`config.mk`:
```
export PLATFORM = sky130hd
export DESIGN_NAME = lavm_front
export DESIGN_NICKNAME = d
export VERILOG_FILES = /design/src/hdl/lavm_pkg.sv /design/src/hdl/lavm_front.sv
export SDC_FILE = /design/constraint.sdc
export NUM_CORES = 1
export LEC_CHECK = 0
export ABC_CLOCK_PERIOD_IN_PS = 16800
export BUFFER_PORTS_ARGS = -buffer_cell sky130_fd_sc_hd__buf_2
export CAP_MARGIN = 5
export CELL_PAD_IN_SITES_DETAIL_PLACEMENT = 1
export CELL_PAD_IN_SITES_GLOBAL_PLACEMENT = 2
export CORE_ASPECT_RATIO = 0.75
export CORE_UTILIZATION = 39
export DETAILED_ROUTE_END_ITERATION = 7
export GPL_ROUTABILITY_DRIVEN = 0
export PLACE_DENSITY = 0.95
export REMOVE_ABC_BUFFERS = 1
export SYNTH_ARGS = -nofsm -noshare
export SYNTH_HDL_FRONTEND = slang
export SYNTH_SLANG_ARGS = --single-unit
```
`constraint.sdc`:
```
create_clock -name clk -period 16.8 [get_ports clk]
set_input_delay 2.52 -clock clk [delete_from_list [all_inputs] [get_ports clk]]
set_output_delay 2.52 -clock clk [all_outputs]
set_load 0.02 [all_outputs]
```
`src/hdl/lavm_pkg.sv`:
```
package lavm_pkg;

    localparam int FRAC_BITS_DEF = 16;
    localparam int DATA_W        = 32;
    localparam int DIFF_W        = 33;
    localparam int MUL_W         = 33;
    localparam int PROD_W        = 2 * MUL_W;
    localparam int SQ_W          = 64;
    localparam int ROWS          = 12;
    localparam int ROW_W         = $clog2(ROWS);
    localparam int QUEUE_DEPTH   = 2;
    localparam int QPTR_W        = $clog2(QUEUE_DEPTH);
    localparam int QCNT_W        = $clog2(QUEUE_DEPTH + 1);
    localparam int CFG_IDX_W     = 2;

    localparam logic [CFG_IDX_W-1:0] CFG_UP_X = 2'd0;
    localparam logic [CFG_IDX_W-1:0] CFG_UP_Y = 2'd1;
    localparam logic [CFG_IDX_W-1:0] CFG_UP_Z = 2'd2;

    localparam logic [1:0] MAT_VIEW  = 2'd0;
    localparam logic [1:0] MAT_BILL  = 2'd1;
    localparam logic [1:0] MAT_YBILL = 2'd2;
    localparam logic [1:0] ROW_LAST  = 2'd3;

    typedef struct packed {
        logic signed [DATA_W-1:0] eye_x;
        logic signed [DATA_W-1:0] eye_y;
        logic signed [DATA_W-1:0] eye_z;
        logic signed [DIFF_W-1:0] d_x;
        logic signed [DIFF_W-1:0] d_y;
        logic signed [DIFF_W-1:0] d_z;
        logic                     degen;
    } item_t;

    typedef struct packed {
        logic [2:0][DATA_W-1:0] ax;
        logic [2:0][DATA_W-1:0] ay;
        logic [2:0][DATA_W-1:0] az;
        logic [2:0][DATA_W-1:0] tr;
        logic [2:0][DATA_W-1:0] un;
        logic [2:0][DATA_W-1:0] zb;
        logic                   degen;
    } res_t;

    typedef enum logic [3:0] {
        ST_IDLE, ST_NMAG, ST_NSHIFT, ST_MUL, ST_ACC, ST_POST,
        ST_SQRT, ST_DINIT, ST_DIV, ST_NEXT, ST_HAND
    } state_t;

    typedef enum logic [2:0] {
        PG_AZ, PG_UX, PG_AX, PG_AY, PG_T, PG_UN, PG_ZB
    } prog_t;

    function automatic logic [1:0] nxt3(input logic [1:0] i);
        return (i == 2'd2) ? 2'd0 : i + 2'd1;
    endfunction

    function automatic logic signed [DATA_W-1:0] sat32(input logic signed [PROD_W-1:0] v);
        logic [PROD_W-DATA_W:0] hi;
        hi = v[PROD_W-1:DATA_W-1];
        if (hi == '0 || hi == '1) begin
            return v[DATA_W-1:0];
        end
        return v[PROD_W-1] ? {1'b1, {(DATA_W-1){1'b0}}} : {1'b0, {(DATA_W-1){1'b1}}};
    endfunction

endpackage

```
`src/hdl/lavm_front.sv`:
```
module lavm_front (
    input  logic                        clk,
    input  logic                        rstn,
    input  logic                        s_valid,
    output logic                        s_ready,
    input  logic signed [31:0]          eye_x,
    input  logic signed [31:0]          eye_y,
    input  logic signed [31:0]          eye_z,
    input  logic signed [31:0]          target_x,
    input  logic signed [31:0]          target_y,
    input  logic signed [31:0]          target_z,
    input  logic signed [31:0]          up_x,
    input  logic signed [31:0]          up_y,
    input  logic signed [31:0]          up_z,
    output logic                        q_valid,
    input  logic                        q_ready,
    output lavm_pkg::item_t             q_item
);

    lavm_pkg::item_t                    queue_reg [lavm_pkg::QUEUE_DEPTH];
    logic [lavm_pkg::QPTR_W-1:0]        wr_ptr_reg;
    logic [lavm_pkg::QPTR_W-1:0]        rd_ptr_reg;
    logic [lavm_pkg::QCNT_W-1:0]        count_reg;
    lavm_pkg::item_t                    new_item;
    logic                               push;
    logic                               pop;

    always_comb begin
        new_item.eye_x = eye_x;
        new_item.eye_y = eye_y;
        new_item.eye_z = eye_z;
        new_item.d_x   = lavm_pkg::DIFF_W'(target_x) - lavm_pkg::DIFF_W'(eye_x);
        new_item.d_y   = lavm_pkg::DIFF_W'(target_y) - lavm_pkg::DIFF_W'(eye_y);
        new_item.d_z   = lavm_pkg::DIFF_W'(target_z) - lavm_pkg::DIFF_W'(eye_z);
        new_item.degen = (new_item.d_x == '0 && new_item.d_y == '0 && new_item.d_z == '0)
                      || (up_x == '0 && up_y == '0 && up_z == '0);
    end

    assign s_ready = count_reg != lavm_pkg::QCNT_W'(lavm_pkg::QUEUE_DEPTH);
    assign q_valid = count_reg != '0;
    assign q_item  = queue_reg[rd_ptr_reg];
    assign push    = s_valid && s_ready;
    assign pop     = q_valid && q_ready;

    always_ff @(posedge clk) begin
        if (push) begin
            queue_reg[wr_ptr_reg] <= new_item;
        end
    end

    always_ff @(posedge clk) begin
        if (!rstn) begin
            wr_ptr_reg <= '0;
            rd_ptr_reg <= '0;
            count_reg  <= '0;
        end else begin
            if (push) begin
                wr_ptr_reg <= (wr_ptr_reg == lavm_pkg::QPTR_W'(lavm_pkg::QUEUE_DEPTH - 1))
                              ? '0 : wr_ptr_reg + 1'b1;
            end
            if (pop) begin
                rd_ptr_reg <= (rd_ptr_reg == lavm_pkg::QPTR_W'(lavm_pkg::QUEUE_DEPTH - 1))
                              ? '0 : rd_ptr_reg + 1'b1;
            end
            if (push && !pop) begin
                count_reg <= count_reg + 1'b1;
            end else if (pop && !push) begin
                count_reg <= count_reg - 1'b1;
            end
        end
    end

endmodule

```
==> out/results.ini <==
[global_route]
grt_pass1_vias = 16524
overflow = 0
antenna_found_initial = 8
groute.usage.overall_pct = 23.2
grt_max_degree = 159
grt_pass1_wl_mm = 97.7

[cts]
cts_made_buffers = 44
cts-root-buf = clkbuf_16
postCtsSetupRepairBufs = 0
hold_buffers = 0
clkSinkCount = 397
cts_buffer_depth = 3
cts_tree = done
clock_latency_ns = 0.57
htreeDepth = 2
path_clk_slew_ns = 0.06
cts_resized = 0

[cells_and_area]
final_nets = 2529
final_common_cell = buf_2
layout.cells.non_filler = 2890
final_cell_mix = buf_2 (490), edfxtp_1 (392), mux2_2 (196)
drive_gt1_share_pct = 37.0
area_delta_synth_final_pct = 22.0
largest_reg_flops = 392

[pwr]
power_density_nw_per_um2 = 134
power.leakage_uw = 0.0102
vdd_ir_drop_max_v = 0.000117
power.total_uw = 3430

[synth]
synth_area_leaders = edfxtp_1 (56%), mux2_2 (11%), ha_1 (5.8%)
yosys.area.top_type = edfxtp_1
async_flop_share_pct = 0
ys_types = 92
synth_edf_count = 392
synth_seq_area_share_pct = 56.5
synthCells = 1645
synth_top_area_share_pct = 56.1
synth-seq-cells = 397
synth_ff_type = edfxtp_1
ys_warn_count = 0
avgSynthCellArea_sq_um = 12.8
syn_area_sq_um = 21000

[place]
dp_cells = 2802
post-place-ws_ns = 9.76
hpwl_mm = 48.8
port_buffers = 489

[routing]
antenna_left = 0
drt-met1-wl_mm = 28.7
wl_met3_mm = 3.77
dr.max_layer_used = met5
via_per_inst = 5.40
route.met2.wl_mm = 31.4
drcViolationCount = 0
vias = 15620
drt_iter0_drc = 808
drt-pass1-iter-count = 5
post_drt_wl_per_cell_microns = 22.6
drt_wl_total_mm = 65.4

[setup_path]
critical-path-max-stage-delay_ns = 0.79
cpMaxStageDelayCell = nor4_1
reg2reg_slack_ns = 14.18
cp-start-kind = input pin
path_class = input pin to register
critPathRequiredTime_ns = 17.22
crit_path_frequent_cell = nor4_1
reg2reg_depth = 3
end_kind = register
cp.arrival_ns = 6.92
worstSetupStartpoint = eye_x[0]
rr_endpoint = queue_reg[1][35]
crit_fanout = 5
rr_startpoint = count_reg[0]
critPathCapture = queue_reg[1][0]
crit_path_cell_trace = buf_2 -> ha_1 -> fa_1 -> nand2b_1 -> a211oi_1 -> o21ai_0 -> xnor2_1 -> or3_1 -> nor4_1 -> and4b_1 -> nand4b_1 -> nor4_1 -> nand4_1 -> nand2_1

[die]
dieHeight_microns = 203
row_count = 73
fp.dieW_microns = 270
coreArea_sq_um = 53100
start_util_pct = 39.6
dieArea_sq_um = 54800
io_pins = 490

[sta]
period_needed_ns = 6.49
maxClockFrequency_ghz = 0.154
fin_skew_ns = 0.0167
tns_ns = 0
grt_setup_unrepaired = no
tightestPinTransition_ns = 1.08
relSlewSlack_pct = 27.7
finalHoldViolations = 0
slew_violations = 0
final.setup.worst_slack_ns = 10.31
fin_crit_sh_pct = 38.7
hold_ws_ns = 0.528
setup_viol = 0

[run]
maxCapViolCount = 0

[hold_path]
hold_path_class = register to register

[run_status]
outcome = finished clean

==> worst min path at each step <==
stage / slack [ns] / start / to / cells after the start
4_1_cts: 0.53 / count_reg[1] / count_reg[1] / 2
3_3_place_gp: 0.49 / count_reg[1] / count_reg[1] / 2
2_1_floorplan: 0.47 / count_reg[1] / count_reg[1] / 2
5_1_grt: 0.56 / count_reg[1] / count_reg[1] / 2
3_5_place_dp: 0.52 / count_reg[1] / count_reg[1] / 2
6_report: 0.53 / count_reg[1] / count_reg[1] / 2
==> cell usage after synthesis (6+ instances only) <==
master / n
nand2_1: 82
o21ai_1: 11
xnor2_1: 43
o21bai_1: 14
ha_1: 97
xor2_1: 29
nand3_1: 32
and2_1: 20
nor3_1: 31
a21o_1: 29
or3_1: 14
and3_1: 14
inv_1: 127
nor2b_1: 9
nand2b_1: 9
o21a_1: 16
or2_2: 11
mux2_2: 196
or4_1: 6
a21oi_1: 85
o211ai_1: 12
o21ai_0: 44
a31oi_1: 13
a211oi_1: 15
a2111oi_0: 6
buf_2: 10
nor4_1: 39
clkbuf_1: 31
nand4_1: 21
edfxtp_1: 392
nor2_1: 65
==> metal layers <==
metal	up-vias	global-route usage (%)
li1	7258	-
met1	7839	30.5
met2	425	38.7
met3	96	4.90
met4	2	6.29
met5	-	0
==> cells by family after synthesis <==
| kind of cell | count (synthesis) | synth area share (%) |
|---|---|---|
| adder cells (fa/ha/maj) | 100 | 6.07 |
| AO/OA/AOI/OAI | 318 | 10.6 |
| buffers and inverters | 175 | 3.38 |
| XOR/XNOR | 72 | 3.00 |
| flip-flops | 397 | 56.5 |
| AND/OR/NAND/NOR | 382 | 9.66 |
| multiplexers | 201 | 10.7 |
==> critical path, delay by kind of cell <==
kind            cells  cell delay (ns)
simple gates        8             2.62
compound gates      2             0.80
xor+xnor            1             0.18
buf+inv             1             0.12
fa+ha+maj           2             0.67
==> power by group <==
part / switching (uW) / internal, uW
combinational: 726 / 421
sequential: 50.1 / 1280
clock: 412 / 540
total: 1190 / 2240
==> area by class of cell <==
| type | count | area, sq um |
|---|---|---|
| multi-input combinational | 1073 | 8430 |
| sequential | 397 | 11900 |
| clock buffer | 51 | 1150 |
| inverter | 127 | 477 |
| antenna | 5 | 12.5 |
| clock inverter | 31 | 250 |
| fill | 5695 | 27500 |
| tap | 712 | 891 |
| timing repair buffer | 494 | 2530 |
==> metrics by stage <==
step / utilization (%) / cell area, sq um
global route: 48.3 / 25600
detailed placement: 45.6 / 24200
finish: 48.3 / 25600
global placement: 45.6 / 24200
CTS: 48.2 / 25600
floorplan: - / 20800
Note: power is estimated with default switching activity, not from simulation.
