<file path="config.mk">
export PLATFORM = sky130hd
export DESIGN_NAME = lavm_emit
export DESIGN_NICKNAME = d
export VERILOG_FILES = /design/src/hdl/lavm_pkg.sv /design/src/hdl/lavm_emit.sv
export SDC_FILE = /design/constraint.sdc
export NUM_CORES = 1
export LEC_CHECK = 0
export BUFFER_PORTS_ARGS = -buffer_cell sky130_fd_sc_hd__buf_4
export CELL_PAD_IN_SITES_DETAIL_PLACEMENT = 1
export CELL_PAD_IN_SITES_GLOBAL_PLACEMENT = 1
export CORE_ASPECT_RATIO = 0.6
export CORE_UTILIZATION = 45
export CTS_BUF_LIST = sky130_fd_sc_hd__clkbuf_4 sky130_fd_sc_hd__clkbuf_8
export CTS_CLUSTER_DIAMETER = 30
export DETAILED_ROUTE_END_ITERATION = 16
export GPL_ROUTABILITY_DRIVEN = 0
export HOLD_SLACK_MARGIN = 0.1
export PLACE_DENSITY = 0.85
export SETUP_SLACK_MARGIN = 0.5
export SLEW_MARGIN = 20
export SYNTH_ARGS = -nofsm -noshare
export SYNTH_HDL_FRONTEND = slang
export SYNTH_SLANG_ARGS = --single-unit
</file>
<file path="constraint.sdc">
create_clock -name clk -period 20.3 [get_ports clk]
set_input_delay 4.06 -clock clk [delete_from_list [all_inputs] [get_ports clk]]
set_output_delay 4.06 -clock clk [all_outputs]
set_load 0.03 [all_outputs]
</file>
<file path="src/hdl/lavm_pkg.sv">
package lavm_pkg;

    localparam int FRAC_BITS_DEF = 16;
    localparam int DATA_W        = 32;
    localparam int DIFF_W        = 33;
    localparam int MUL_W         = 33;
    localparam int PROD_W        = 2 * MUL_W;
    localparam int SQ_W          = 64;
    localparam int ROWS          = 12;
    localparam int ROW_W         = $clog2(ROWS);
    localparam int QUEUE_DEPTH   = 2;
    localparam int QPTR_W        = $clog2(QUEUE_DEPTH);
    localparam int QCNT_W        = $clog2(QUEUE_DEPTH + 1);
    localparam int CFG_IDX_W     = 2;

    localparam logic [CFG_IDX_W-1:0] CFG_UP_X = 2'd0;
    localparam logic [CFG_IDX_W-1:0] CFG_UP_Y = 2'd1;
    localparam logic [CFG_IDX_W-1:0] CFG_UP_Z = 2'd2;

    localparam logic [1:0] MAT_VIEW  = 2'd0;
    localparam logic [1:0] MAT_BILL  = 2'd1;
    localparam logic [1:0] MAT_YBILL = 2'd2;
    localparam logic [1:0] ROW_LAST  = 2'd3;

    typedef struct packed {
        logic signed [DATA_W-1:0] eye_x;
        logic signed [DATA_W-1:0] eye_y;
        logic signed [DATA_W-1:0] eye_z;
        logic signed [DIFF_W-1:0] d_x;
        logic signed [DIFF_W-1:0] d_y;
        logic signed [DIFF_W-1:0] d_z;
        logic                     degen;
    } item_t;

    typedef struct packed {
        logic [2:0][DATA_W-1:0] ax;
        logic [2:0][DATA_W-1:0] ay;
        logic [2:0][DATA_W-1:0] az;
        logic [2:0][DATA_W-1:0] tr;
        logic [2:0][DATA_W-1:0] un;
        logic [2:0][DATA_W-1:0] zb;
        logic                   degen;
    } res_t;

    typedef enum logic [3:0] {
        ST_IDLE, ST_NMAG, ST_NSHIFT, ST_MUL, ST_ACC, ST_POST,
        ST_SQRT, ST_DINIT, ST_DIV, ST_NEXT, ST_HAND
    } state_t;

    typedef enum logic [2:0] {
        PG_AZ, PG_UX, PG_AX, PG_AY, PG_T, PG_UN, PG_ZB
    } prog_t;

    function automatic logic [1:0] nxt3(input logic [1:0] i);
        return (i == 2'd2) ? 2'd0 : i + 2'd1;
    endfunction

    function automatic logic signed [DATA_W-1:0] sat32(input logic signed [PROD_W-1:0] v);
        logic [PROD_W-DATA_W:0] hi;
        hi = v[PROD_W-1:DATA_W-1];
        if (hi == '0 || hi == '1) begin
            return v[DATA_W-1:0];
        end
        return v[PROD_W-1] ? {1'b1, {(DATA_W-1){1'b0}}} : {1'b0, {(DATA_W-1){1'b1}}};
    endfunction

endpackage

</file>
<file path="src/hdl/lavm_emit.sv">
module lavm_emit #(
    parameter int FRAC_BITS = lavm_pkg::FRAC_BITS_DEF
) (
    input  logic                        clk,
    input  logic                        rstn,
    input  logic                        res_valid,
    output logic                        res_ready,
    input  lavm_pkg::res_t              res,
    output logic                        m_valid,
    input  logic                        m_ready,
    output logic [1:0]                  m_matrix_id,
    output logic [1:0]                  m_row_index,
    output logic signed [31:0]          m_col0,
    output logic signed [31:0]          m_col1,
    output logic signed [31:0]          m_col2,
    output logic signed [31:0]          m_col3,
    output logic                        m_degenerate,
    output logic                        m_last_row
);

    localparam int DW = lavm_pkg::DATA_W;
    localparam logic [DW-1:0] ONE_D = DW'(1) << FRAC_BITS;

    lavm_pkg::res_t                 buf_reg;
    logic                           buf_valid_reg;
    logic [lavm_pkg::ROW_W-1:0]     row_reg;
    logic                           m_valid_reg;
    logic [1:0]                     mid, ri;
    logic [DW-1:0]                  c0, c1, c2, c3;
    logic                           load_out;
    logic                           last;

    assign res_ready = !buf_valid_reg;
    assign load_out  = buf_valid_reg && (!m_valid_reg || m_ready);
    assign mid       = row_reg[3:2];
    assign ri        = row_reg[1:0];
    assign last      = row_reg == lavm_pkg::ROW_W'(lavm_pkg::ROWS - 1);
    assign m_valid   = m_valid_reg;

    always_comb begin
        c0 = '0;
        c1 = '0;
        c2 = '0;
        c3 = '0;
        if (ri == lavm_pkg::ROW_LAST) begin
            if (mid == lavm_pkg::MAT_VIEW) begin
                c0 = buf_reg.tr[0];
                c1 = buf_reg.tr[1];
                c2 = buf_reg.tr[2];
            end
            c3 = ONE_D;
        end else begin
            case (mid)
                lavm_pkg::MAT_VIEW: begin
                    c0 = buf_reg.ax[ri];
                    c1 = buf_reg.ay[ri];
                    c2 = buf_reg.az[ri];
                end
                lavm_pkg::MAT_BILL: begin
                    c0 = (ri == 2'd0) ? buf_reg.ax[0] : (ri == 2'd1) ? buf_reg.ay[0] : buf_reg.az[0];
                    c1 = (ri == 2'd0) ? buf_reg.ax[1] : (ri == 2'd1) ? buf_reg.ay[1] : buf_reg.az[1];
                    c2 = (ri == 2'd0) ? buf_reg.ax[2] : (ri == 2'd1) ? buf_reg.ay[2] : buf_reg.az[2];
                end
                default: begin
                    c0 = (ri == 2'd0) ? buf_reg.ax[0] : (ri == 2'd1) ? buf_reg.un[0] : buf_reg.zb[0];
                    c1 = (ri == 2'd0) ? buf_reg.ax[1] : (ri == 2'd1) ? buf_reg.un[1] : buf_reg.zb[1];
                    c2 = (ri == 2'd0) ? buf_reg.ax[2] : (ri == 2'd1) ? buf_reg.un[2] : buf_reg.zb[2];
                end
            endcase
        end
    end

    always_ff @(posedge clk) begin
        if (res_valid && res_ready) begin
            buf_reg <= res;
        end
        if (load_out) begin
            m_matrix_id  <= mid;
            m_row_index  <= ri;
            m_col0       <= c0;
            m_col1       <= c1;
            m_col2       <= c2;
            m_col3       <= c3;
            m_degenerate <= buf_reg.degen;
            m_last_row   <= last;
        end
    end

    always_ff @(posedge clk) begin
        if (!rstn) begin
            buf_valid_reg <= 1'b0;
            row_reg       <= '0;
            m_valid_reg   <= 1'b0;
        end else begin
            if (res_valid && res_ready) begin
                buf_valid_reg <= 1'b1;
                row_reg       <= '0;
            end
            if (load_out) begin
                m_valid_reg <= 1'b1;
                if (last) begin
                    buf_valid_reg <= 1'b0;
                    row_reg       <= '0;
                end else begin
                    row_reg <= row_reg + 1'b1;
                end
            end else if (m_ready) begin
                m_valid_reg <= 1'b0;
            end
        end
    end

endmodule

</file>
==> out/metrics.yaml <==
status: "finished, final reports clean"
min_path_type: "reg2reg"
grt_pass1_wl_mm: 156
pwr-share-comb: 0.123
drive_gt1_frac: 0.392
core-area_mm2: 0.0644
cts.path.max_buffers: 3
synth-async-reset-ratio: 0
worstSetupPathType: "in2reg"
initial_utilization: 0.456
power_density_mw_per_mm2: 91.8
period_needed_ns: 6.93
fp.dieW_um: 332
hold_buffers: 0
startpoint_type: "primary input"
multi_input_area_mm2: 0.00801
finalSetupViolations: 0
die_area_mm2: 0.0663
synth_ff_type: "edfxtp_1"
timing.max_cap.violations: 0
tightest_slew_ns: 1.30
synth-seq-cells: 686
crit_start: "res_valid"
cts.sinks: 686
drv_slew: 0
holdWs_ns: 0.421
final_util: 0.581
pre_cts_slack_ns: 12.60
grtUsageTotal: 0.328
cts_max_level: 3
drt_iter0_drc: 2476
area_growth_syn_to_layout_pct: 27.6
die_height_um: 200
p_sw_frac: 0.259
max_freq_mhz: 144
rsz0062_at_grt: "no"
fin_setup_tns_ns: 0
setup_slack_ns: 13.37
p_clk_frac: 0.380
p_leak_nw: 13.9
maxSlewHeadroom: 0.130
clk_pin_slew_worst_paths_ns: 0.06
io_pins: 717
synth.area.top_cells: "edfxtp_1 70%, mux2_2 4.3%, nor2b_1 4.0%, a211oi_1 2.8%, a221oi_1 2.0%"
cts_tree: "yes"
vias_per_cell: 6.06
yosysTopAreaCellShare: 0.696
r2r_start: "row_reg[0]$_SDFFE_PN0P_"
cts_root_buf: "clkbuf_8"
worst_clock_skew_ns: 0.0388
path_max_fanout: 191
syn_area_mm2: 0.0293
arrival_ns: 7.27
hold_viol_final: 0
r2r-end: "m_col2[13]$_DFFE_PP_"
wl_per_cell_um: 31.5
syn_area_per_cell_um2: 15.2
ys_types: 45
overflow: 0
syn_inst: 1936
ir_drop_v: 0.0000570
worstRegToRegCells: 7
intPower_mw: 2.55
nNetsFinal: 3200
grt_pass1_vias: 22400
seqCellArea_mm2: 0.0205
vias: 21600
grt_start_max_net_pins: 192
antenna_found_initial: 16
fin_crit_sh: 0.341
wirelength_mm: 113
rows: 72
numCtsBuffers: 116
p_seq_frac: 0.497
largest_reg_flops: 577
drc: 0
yosys_warnings: 0
p_sw_uw: 889
reg2reg_setup_slack_ns: 15.48
firstDrtPassIters: 5
postCtsSetupRepairBufs: 0
io_buffers: 685
critPathCaptureType: "flop"
ys_seq_area_frac: 0.700
ant_nets: 0
insertion_delay_ns: 0.74
cts_resized: 0
yosysTopAreaCell: "edfxtp_1"
hpwl_mm: 77.8
cp.required_ns: 20.64
nFillCells: 6262
cp-endpoint: "buf_reg[333]$_DFFE_PP_"
synth_edf_count: 680
power by group through the flow:
| stage | sequential, mW | combinational (mW) | clock [mW] |
|---|---|---|---|
| 2_1_floorplan | 1.78 | 0.193 | 0 |
| 3_3_place_gp | 1.73 | 0.398 | 0 |
| 3_5_place_dp | 1.74 | 0.416 | 0 |
| 4_1_cts | 1.71 | 0.421 | 1.32 |
| 5_1_grt | 1.71 | 0.444 | 1.37 |
| 6_report | 1.71 | 0.423 | 1.31 |
cells in the mapped netlist (3+ instances only):
cell       number
ha_1            4
dfxtp_1         6
nand3_1         3
o21ai_0        51
a211oi_1      108
a21oi_1        99
nand3b_1       10
edfxtp_1      680
nor2b_1       186
buf_1          14
and2b_1         3
a2111oi_0       3
o22ai_1        15
buf_6           7
mux2i_1        47
mux2_2        113
a32o_1          3
a221o_1        30
o21ai_1         3
a221oi_1       68
a221oi_2       16
clkbuf_1       70
nand2_1        55
o21bai_1       48
nor3_1         79
buf_4          40
nor2_1         35
buf_2          46
a21boi_0        3
a211o_1        49
inv_1           5
nand2b_1        3
mux2_4         16
worst max-delay path, cell delays in order:
cell      delay (ns)
buf_4           0.08
nand2b_1        0.22
inv_8           0.74
buf_12          0.77
buf_4           0.95
cells in the final DEF (no fill, tap or decap), types with 51 or more instances in the layout:
cell and count:
a211oi_1 108, mux2_2 113, edfxtp_1 680, clkbuf_8 124, nor2b_1 185, a21oi_1 99
buf_4 707, nor3_1 79, a221oi_1 68, nand2_1 54, o21ai_0 51
final cells by class:
class | count | share of cell area
inverters | 7 | 0.00110
repair buffers | 710 | 0.143
flip-flops and latches | 686 | 0.549
well taps | 851 | 0.0284
diodes | 13 | 0.000869
clock buffers | 151 | 0.0510
clock inverters | 59 | 0.0129
multi-input cells | 1094 | 0.214
cells by family after synthesis:
logic type                 Yosys count  share of synthesized area
AOI/OAI and AO/OA                  500                      0.126
adders and majority gates            4                    0.00171
buffers and inverters              186                     0.0327
DFF                                686                      0.700
muxes                              178                     0.0683
other                                1                   0.000128
and+or+nand+nor                    381                     0.0708
how the worst min path moves through the flow:
stage | startpoint | end | slack, ns | depth (start not counted)
after floorplan | buf_reg[0]$_DFFE_PP_ | m_degenerate$_DFFE_PP_ | 0.40 | 0
after global placement | buf_reg[0]$_DFFE_PP_ | m_degenerate$_DFFE_PP_ | 0.42 | 0
after detailed placement | buf_reg[0]$_DFFE_PP_ | m_degenerate$_DFFE_PP_ | 0.42 | 0
after CTS | buf_reg[0]$_DFFE_PP_ | m_degenerate$_DFFE_PP_ | 0.43 | 0
after global routing | buf_reg[0]$_DFFE_PP_ | m_degenerate$_DFFE_PP_ | 0.44 | 0
final | buf_reg[0]$_DFFE_PP_ | m_degenerate$_DFFE_PP_ | 0.42 | 0
layer usage:
metal | wire [um] | vias to the layer above | track usage
met4 | 4480 | 4 | 0.119
met5 | 30 | - | 0
li1 | - | 8973 | -
met2 | 52500 | 1334 | 0.521
met3 | 10300 | 273 | 0.0790
met1 | 45200 | 11100 | 0.442
through the flow:
| step | instance area [um^2] | std cells | power [mW] |
|---|---|---|---|
| after floorplan | 29500 | 1966 | 1.98 |
| after global placement | 35000 | 3348 | 2.13 |
| after detailed placement | 35000 | 3348 | 2.15 |
| after CTS | 37400 | 3558 | 3.45 |
| after global routing | 37400 | 3567 | 3.53 |
| final | 37400 | 3571 | 3.44 |
(Power assumes the default switching activity.)
